`src/hw/rtl/mlc_pkg.sv`:
```
// Shared types, constants and helpers for the midpoint line clipper.
`timescale 1ns / 1ps

package mlc_pkg;

  localparam int COORD_BITS  = 16;
  localparam int CW          = COORD_BITS + 2;   // room for left + width and last column
  localparam int SIZE_BITS   = COORD_BITS - 1;
  localparam int COLOUR_BITS = 32;
  localparam int BISECT_CAP  = 96;
  localparam int CNT_W       = $clog2(BISECT_CAP + 1);
  localparam int CFG_IDX_W   = 4;

  typedef logic signed [COORD_BITS-1:0] coord_t;
  typedef logic signed [CW-1:0]         wcoord_t;
  typedef logic [SIZE_BITS-1:0]         size_t;
  typedef logic [COLOUR_BITS-1:0]       colour_t;
  typedef logic [CNT_W-1:0]             step_cnt_t;

  typedef enum logic [CFG_IDX_W-1:0] {
    REG_VIEW_LEFT   = 4'd0,
    REG_VIEW_TOP    = 4'd1,
    REG_VIEW_WIDTH  = 4'd2,
    REG_VIEW_HEIGHT = 4'd3
  } cfg_reg_t;

  typedef enum logic [2:0] {
    ST_IDLE,
    ST_SETUP,
    ST_SCREEN,
    ST_RIGHT,
    ST_TOP_START,
    ST_TOP,
    ST_CHECK,
    ST_EMIT
  } seq_state_t;

  typedef struct packed {
    coord_t left;
    coord_t top;
    size_t  width;
    size_t  height;
  } view_cfg_t;

  typedef struct packed {
    coord_t  sx;
    coord_t  sy;
    coord_t  ex;
    coord_t  ey;
    colour_t colour;
  } seg_t;

  // operands for the midpoint unit
  typedef struct packed {
    wcoord_t ax;
    wcoord_t bx;
    wcoord_t ay;
    wcoord_t by;
    wcoord_t limit;
    logic    on_y;
  } mid_req_t;

  typedef struct packed {
    wcoord_t mx;
    wcoord_t my;
    logic    hit;
  } mid_rsp_t;

  function automatic wcoord_t widen(coord_t v);
    return {{(CW-COORD_BITS){v[COORD_BITS-1]}}, v};
  endfunction

  function automatic wcoord_t widen_size(size_t v);
    return {{(CW-SIZE_BITS){1'b0}}, v};
  endfunction

  // floor((a + b) / 2): one bit of extra range, then drop the low bit
  function automatic wcoord_t floor_mid(wcoord_t a, wcoord_t b);
    logic signed [CW:0] s;
    s = {a[CW-1], a} + {b[CW-1], b};
    return s[CW:1];
  endfunction

endpackage

```
`src/hw/rtl/mlc_mid_unit.sv`:
```
// Shared midpoint unit: halves both coordinate pairs and compares against a limit.
`timescale 1ns / 1ps

module mlc_mid_unit import mlc_pkg::*; (
  input  mid_req_t req,
  output mid_rsp_t rsp
);

  wcoord_t mx;
  wcoord_t my;

  always_comb begin
    mx      = floor_mid(req.ax, req.bx);
    my      = floor_mid(req.ay, req.by);
    rsp.mx  = mx;
    rsp.my  = my;
    // top edge: inner side is below; right edge: outer side is at or past it
    rsp.hit = req.on_y ? (my <= $signed(req.limit)) : (mx >= $signed(req.limit));
  end

endmodule

```
`src/hw/rtl/mlc_seq.sv`:
```
// Clipping sequencer: screens a segment and runs both bisection loops on the midpoint unit.
`timescale 1ns / 1ps

module mlc_seq import mlc_pkg::*; (
  input  logic      clk,
  input  logic      rst,
  input  view_cfg_t cfg,
  input  logic      in_valid,
  output logic      in_stall,
  input  seg_t      seg_in,
  output logic      res_valid,
  input  logic      res_take,
  output seg_t      res
);

  seq_state_t state, state_next;
  wcoord_t    sx, sx_next, sy, sy_next, ex, ex_next, ey, ey_next;
  wcoord_t    ix, ix_next, iy, iy_next;
  wcoord_t    right, right_next, last_col, last_col_next, bottom, bottom_next;
  colour_t    colour, colour_next;
  step_cnt_t  cnt, cnt_next;
  mid_req_t   req;
  mid_rsp_t   rsp;
  wcoord_t    left_w, top_w;
  logic       in_view;

  assign left_w = widen(cfg.left);
  assign top_w  = widen(cfg.top);

  mlc_mid_unit u_mid (
    .req (req),
    .rsp (rsp)
  );

  always_ff @(posedge clk) begin
    if (rst) begin
      state <= ST_IDLE;
    end else begin
      state <= state_next;
    end
  end

  always_ff @(posedge clk) begin
    sx       <= sx_next;
    sy       <= sy_next;
    ex       <= ex_next;
    ey       <= ey_next;
    ix       <= ix_next;
    iy       <= iy_next;
    right    <= right_next;
    last_col <= last_col_next;
    bottom   <= bottom_next;
    colour   <= colour_next;
    cnt      <= cnt_next;
  end

  always_comb begin
    in_view = (sy >= top_w) && (ey >= top_w) && (sx >= left_w) && (ex >= left_w) &&
              (sy < bottom) && (ey < bottom) && (sx < right) && (ex < right);
  end

  always_comb begin
    state_next    = state;
    sx_next       = sx;
    sy_next       = sy;
    ex_next       = ex;
    ey_next       = ey;
    ix_next       = ix;
    iy_next       = iy;
    right_next    = right;
    last_col_next = last_col;
    bottom_next   = bottom;
    colour_next   = colour;
    cnt_next      = cnt;

    req.ax    = ix;
    req.bx    = ex;
    req.ay    = iy;
    req.by    = ey;
    req.on_y  = (state == ST_TOP);
    req.limit = (state == ST_TOP) ? top_w : last_col;

    in_stall   = (state != ST_IDLE);
    res_valid  = (state == ST_EMIT);
    res.sx     = sx[COORD_BITS-1:0];
    res.sy     = sy[COORD_BITS-1:0];
    res.ex     = ex[COORD_BITS-1:0];
    res.ey     = ey[COORD_BITS-1:0];
    res.colour = colour;

    unique case (state)
      ST_IDLE: begin
        if (in_valid) begin
          sx_next     = widen(seg_in.sx);
          sy_next     = widen(seg_in.sy);
          ex_next     = widen(seg_in.ex);
          ey_next     = widen(seg_in.ey);
          colour_next = seg_in.colour;
          state_next  = ST_SETUP;
        end
      end
      ST_SETUP: begin
        right_next  = left_w + widen_size(cfg.width);
        bottom_next = top_w + widen_size(cfg.height);
        state_next  = ST_SCREEN;
      end
      ST_SCREEN: begin
        last_col_next = right - wcoord_t'(1);
        if ((sx >= right && ex >= right) || (sy < top_w && ey < top_w)) begin
          state_next = ST_IDLE;
        end else if (ex >= right) begin
          ix_next    = sx;
          iy_next    = sy;
          cnt_next   = '0;
          state_next = ST_RIGHT;
        end else begin
          state_next = ST_TOP_START;
        end
      end
      ST_RIGHT: begin
        if (ex == last_col) begin
          state_next = ST_TOP_START;
        end else if (cnt >= step_cnt_t'(BISECT_CAP)) begin
          ex_next    = ix;
          ey_next    = iy;
          state_next = ST_TOP_START;
        end else begin
          cnt_next = cnt + step_cnt_t'(1);
          if (rsp.hit) begin
            ex_next = rsp.mx;
            ey_next = rsp.my;
          end else begin
            ix_next = rsp.mx;
            iy_next = rsp.my;
          end
        end
      end
      ST_TOP_START: begin
        if (ey < top_w) begin
          ix_next    = sx;
          iy_next    = sy;
          cnt_next   = '0;
          state_next = ST_TOP;
        end else begin
          state_next = ST_CHECK;
        end
      end
      ST_TOP: begin
        if (ey == top_w) begin
          state_next = ST_CHECK;
        end else if (cnt >= step_cnt_t'(BISECT_CAP)) begin
          ex_next    = ix;
          ey_next    = iy;
          state_next = ST_CHECK;
        end else begin
          cnt_next = cnt + step_cnt_t'(1);
          if (rsp.hit) begin
            // outer point moves in; no progress means take the inner point
            if (rsp.my == ey) begin
              ex_next    = ix;
              ey_next    = iy;
              state_next = ST_CHECK;
            end else begin
              ex_next = rsp.mx;
              ey_next = rsp.my;
            end
          end else begin
            ix_next = rsp.mx;
            iy_next = rsp.my;
            if (rsp.my == iy) begin
              ex_next    = rsp.mx;
              ey_next    = iy;
              state_next = ST_CHECK;
            end
          end
        end
      end
      ST_CHECK: begin
        state_next = in_view ? ST_EMIT : ST_IDLE;
      end
      ST_EMIT: begin
        if (res_take) begin
          state_next = ST_IDLE;
        end
      end
    endcase
  end

endmodule

```
`src/hw/rtl/midpoint_line_clipper_core.sv`:
```
// Top level of the midpoint line clipper: view registers, sequencer and output register.
`timescale 1ns / 1ps

// Midpoint line clipper.
// Input channel (in_valid / in_stall): one segment per item, start point, end point
// and colour. An item is taken when in_valid is high and in_stall low. The block
// works on one segment at a time and holds in_stall high until it is done with it.
// Output channel (out_valid / out_stall): zero or one clipped segment per input item.
// The result sits in an output register, so the sequencer takes the next segment
// while a result still waits for the receiver; a held result only blocks the
// sequencer once it has a second result ready.
// Sequence: a segment rejected on screening frees the input after the setup and
// screening states. Otherwise setup and screening, then one bisection step per cycle
// on the shared midpoint unit for the right edge and then the top edge (never more
// than 96 steps each), and then the checks.
// Configuration (cfg_valid / cfg_ready / cfg_index / cfg_data): always ready; index 0
// view left, 1 view top, 2 view width, 3 view height; other indexes are ignored.
// Write it only while the block is idle.
// Reset (rst, synchronous): clears the view to zero, drops any result in flight and
// leaves the block ready for a segment.

module midpoint_line_clipper_core import mlc_pkg::*; (
  input  logic                   clk,
  input  logic                   rst,
  input  logic                   cfg_valid,
  output logic                   cfg_ready,
  input  logic [CFG_IDX_W-1:0]   cfg_index,
  input  logic [COORD_BITS-1:0]  cfg_data,
  input  logic                   in_valid,
  output logic                   in_stall,
  input  coord_t                 start_x,
  input  coord_t                 start_y,
  input  coord_t                 end_x,
  input  coord_t                 end_y,
  input  colour_t                line_colour,
  output logic                   out_valid,
  input  logic                   out_stall,
  output coord_t                 out_start_x,
  output coord_t                 out_start_y,
  output coord_t                 out_end_x,
  output coord_t                 out_end_y,
  output colour_t                out_colour
);

  view_cfg_t cfg;
  seg_t      seg_in;
  seg_t      res;
  seg_t      out_seg;
  logic      res_valid;
  logic      res_take;

  assign cfg_ready = 1'b1;

  // view registers
  always_ff @(posedge clk) begin
    if (rst) begin
      cfg <= '0;
    end else if (cfg_valid && cfg_ready) begin
      unique case (cfg_reg_t'(cfg_index))
        REG_VIEW_LEFT:   cfg.left   <= cfg_data;
        REG_VIEW_TOP:    cfg.top    <= cfg_data;
        REG_VIEW_WIDTH:  cfg.width  <= cfg_data[SIZE_BITS-1:0];
        REG_VIEW_HEIGHT: cfg.height <= cfg_data[SIZE_BITS-1:0];
        default: begin
          // unknown register: drop the write
        end
      endcase
    end
  end

  assign seg_in.sx     = start_x;
  assign seg_in.sy     = start_y;
  assign seg_in.ex     = end_x;
  assign seg_in.ey     = end_y;
  assign seg_in.colour = line_colour;

  mlc_seq u_seq (
    .clk       (clk),
    .rst       (rst),
    .cfg       (cfg),
    .in_valid  (in_valid),
    .in_stall  (in_stall),
    .seg_in    (seg_in),
    .res_valid (res_valid),
    .res_take  (res_take),
    .res       (res)
  );

  // output register: take a new result when empty or when the current one leaves
  assign res_take = !out_valid || !out_stall;

  always_ff @(posedge clk) begin
    if (rst) begin
      out_valid <= 1'b0;
    end else if (res_take) begin
      out_valid <= res_valid;
    end
  end

  always_ff @(posedge clk) begin
    if (res_take && res_valid) begin
      out_seg <= res;
    end
  end

  assign out_start_x = out_seg.sx;
  assign out_start_y = out_seg.sy;
  assign out_end_x   = out_seg.ex;
  assign out_end_y   = out_seg.ey;
  assign out_colour  = out_seg.colour;

  // a taken segment keeps the input closed for at least the next cycle
  a_busy_after_accept: assert property (@(posedge clk) disable iff (rst)
    in_valid && !in_stall |=> in_stall)
    else $error("input open straight after accepting a segment");

  // a result handed over always lands in the output register
  a_result_lands: assert property (@(posedge clk) disable iff (rst)
    res_valid && res_take |=> out_valid)
    else $error("handed-over result lost");

  // nothing appears on the output without a hand-over
  a_no_phantom: assert property (@(posedge clk) disable iff (rst)
    !out_valid && !(res_valid && res_take) |=> !out_valid)
    else $error("result appeared without a hand-over");

  // a delivered end point never lies above the top row or left of the view
  a_end_in_view: assert property (@(posedge clk) disable iff (rst)
    out_valid |-> (out_end_y >= cfg.top) && (out_end_x >= cfg.left))
    else $error("delivered end point outside the view");

endmodule

```
`config.mk`:
```
export PLATFORM = sky130hd
export DESIGN_NAME = midpoint_line_clipper_core
export DESIGN_NICKNAME = d
export VERILOG_FILES = /design/src/hw/rtl/mlc_pkg.sv /design/src/hw/rtl/mlc_mid_unit.sv /design/src/hw/rtl/mlc_seq.sv /design/src/hw/rtl/midpoint_line_clipper_core.sv
export SDC_FILE = /design/constraint.sdc
export NUM_CORES = 1
export LEC_CHECK = 0
export ABC_AREA = 1
export BUFFER_PORTS_ARGS = -buffer_cell sky130_fd_sc_hd__buf_2
export CAP_MARGIN = 30
export CORE_MARGIN = 3
export CORE_UTILIZATION = 50
export CTS_CLUSTER_SIZE = 24
export DETAILED_ROUTE_END_ITERATION = 10
export PLACE_DENSITY = 0.73
export SLEW_MARGIN = 10
export SYNTH_ARGS = -nofsm -noshare
export SYNTH_HDL_FRONTEND = slang
export SYNTH_SLANG_ARGS = --single-unit
export TNS_END_PERCENT = 30
```
`constraint.sdc`:
```
create_clock -name clk -period 6.6 [get_ports clk]
set_input_delay 1.32 -clock clk [delete_from_list [all_inputs] [get_ports clk]]
set_output_delay 1.32 -clock clk [all_outputs]
set_load 0.02 [all_outputs]
```
==> results_dict.tcl <==
set metrics [dict create \
    syn_area_um2 22000 \
    cts_tree "built" \
    clk-insertion-delay-late_ns 0.58 \
    clkTransAtPathRegs_ns 0.07 \
    cts_num_sinks 357 \
    pwr_density_cell_nw_per_um2 521 \
    ys.flop_type "edfxtp_1" \
    hold_class "reg -> reg" \
    synth_edf_count 291 \
    critPathLaunchType "flip-flop" \
    synth_area_leaders "edfxtp_1 40%, ha_1 13%, nand2_1 7.6%, dfxtp_1 6.0%, inv_1 5.6%" \
    grt_max_degree 95 \
    core_um2 43300 \
    clockBufferDepth 3 \
    overflow 0 \
    antenna_found_initial 0 \
    finalHoldViolCount 0 \
    fp.dieArea_um2 46600 \
    post-cts-setup-buffers 0 \
    crit_family "compound AO/OA/AOI/OAI gates" \
    yosysTopAreaCellShare_pct 39.7 \
    die_w_um 216 \
    place.gp.congestion 0.962 \
    worst-path-max-fanout 36 \
    dp.cells 3248 \
    synth_cell_types 54 \
    crit_top_cell "nand2_1" \
    cts-root-buf "clkbuf_16" \
    ant_nets 0 \
    yosys_warnings 0 \
    vias 18800 \
    drc 0 \
    rsz0062_at_grt "no" \
    cp_slowest_cell "buf_4" \
    async_flop_share_pct 0 \
    cp_data_arrival_time_ns 5.69 \
    area_delta_synth_final_pct 14.0 \
    fin_worst_skew_ns 0.0298 \
    finalMaxSlewViolations 0 \
    fin_tns_setup_ns 0 \
    track_usage_pct 27.5 \
    dpl.hpwl_um 50400 \
    post-route-min-period_ns 5.49 \
    critPathCaptureType "flip-flop" \
    synth_common_cells "447 x nand2_1, 328 x inv_1, 291 x edfxtp_1" \
    row_count 76 \
    timing.fmax_ghz 0.182 \
    worst_pin_slew_ns 0.989 \
    utilization_pct 58.0 \
    dr.pass1.iters 9 \
    chipHeight_um 216 \
    wirelength_um 65600 \
    fillers 3779 \
    grt_pass1_vias 18000 \
    crit_buf_inv 3 \
    ios 220 \
    yosys_register_bits 357 \
    synth_top_area_cell "edfxtp_1" \
    outcome "finished, final reports clean" \
    cts_buffers 39 \
    synth_fp_nets 2844 \
    fin_crit_sh_pct 83.2 \
    drt_iter0_markers 1716 \
    initial_core_util_pct 50.9 \
    finalSetupViolCount 0 \
    avgSynthCellArea_um2 8.88 \
    syn_inst 2483 \
    num-nets-final 3067 \
    drv_cap 0 \
    cp.required_ns 6.80 \
    antennaDiodeCount 0 \
    worstSetupPathType "reg -> reg" \
    max_stage_delay_ns 0.48 \
    p_leak_uw 0.0113 \
    drive_gt1_share_pct 13.1 \
    synth_most_common_cell "nand2_1" \
    vias_per_cell 5.65 \
    cts_hold_buffers 0 \
    htree_levels 2 \
    portBuffers 218 \
    cts_resized 0 \
    grt_first_pass_wirelength_um 100000 \
    finalNonFillerCells 3320 \
    ys_seq_area_share_pct 45.6 \
    relSlewSlack_pct 34.0 \
    wire_per_inst_um 19.8 \
    ir_worst_vdd_mv 0.299 \
]
-- area by class of cell --
type                            count  area, µm²  share of cell area (%)
Clock inverter                     21        213                   0.847
Tap cell                          585        732                    2.91
Inverter                          338       1270                    5.05
Timing Repair Buffer              235       1240                    4.94
Sequential cell                   357      10100                    40.1
Multi-Input combinational cell   1735      10500                    42.0
Clock buffer                       49       1050                    4.20
-- stage by stage --
step | worst slack (ns) | power, µW | cell area, µm² | hold slack (ns)
3_5_place_dp | 1.22 | 10700 | 23800 | 0.405
3_3_place_gp | 1.28 | 10500 | 23800 | 0.400
5_1_grt | 0.560 | 14100 | 25100 | 0.421
4_1_cts | 1.16 | 13000 | 25100 | 0.419
6_report | 1.11 | 13100 | 25100 | 0.418
2_1_floorplan | 0.0413 | 8650 | 22000 | 0.400
-- final timing paths --
path	startpoint	end	slack, ns	cells after the start
max	u_seq.ex[1]	u_seq.ex[5]	1.11	26
min	u_seq.colour[14]	out_colour[14]	0.42	0
max reg2reg	u_seq.ex[1]	u_seq.ex[5]	1.11	26
min reg2reg	u_seq.colour[14]	out_colour[14]	0.42	0
-- where the power goes --
part           total, µW  switching [µW]  leakage [µW]  internal (µW)
registers           3820             643       0.00324           3170
clock network       2180             922      0.000612           1260
logic               7070            4800       0.00745           2270
-- placed cells by master, fill, tap and decap left out, types with 4 or more instances in the layout --
cell       instances
clkbuf_16         40
nand3_2            4
o211ai_1          14
buf_2            218
nand3b_1          12
nand2_1          447
o21bai_1          10
clkinv_1           9
inv_1            328
nand4_1           38
dfxtp_1           66
nor4_1             7
nand3_1          138
nor2_1           162
nand2_2           12
o21a_1             5
buf_4             14
xnor2_1            9
ha_1             236
a21oi_2            6
a211oi_1          10
and3_1             4
o21ai_1           18
nand2_4            4
nor2_2             4
a21oi_1          224
clkbuf_1           7
inv_2              8
o21ai_0          209
or2_2             17
xor2_1            61
a2bb2oi_1          5
o2111ai_1          4
edfxtp_1         291
nor3_1            29
fa_1               4
a31oi_1            9
-- state kept, by name, indices dropped and copies added (netlist names) --
name and cells:
u_seq.right 17, u_seq.ey 18, out_end_y 16, u_seq.bottom 17
out_colour 32, u_seq.cnt 7, u_seq.sx 16, u_seq.sy 16
u_seq.ex 18, out_start_y 16, u_seq.state 3, u_seq.iy 18
cfg 62, u_seq.ix 18, out_start_x 16, out_end_x 16
u_seq.colour 32, out_valid 1, u_seq.last_col 18
-- per-layer routing --
metal	wire, µm	global-route usage [%]	part of all wire (%)
met4	2490	10.1	3.8
met1	27500	37.0	42
met5	0	0	0
met3	5170	4.58	7.9
met2	30400	45.0	46
-- cell families after synthesis --
family / synth area share, %
other: 0.0170
adders and majority gates: 13.8
DFF: 45.6
AOI/OAI and AO/OA: 13.1
buffers and inverters: 6.78
and+or+nand+nor: 17.7
xor gates and xnor gates: 2.99
Note: power is estimated with default switching activity, not from simulation.
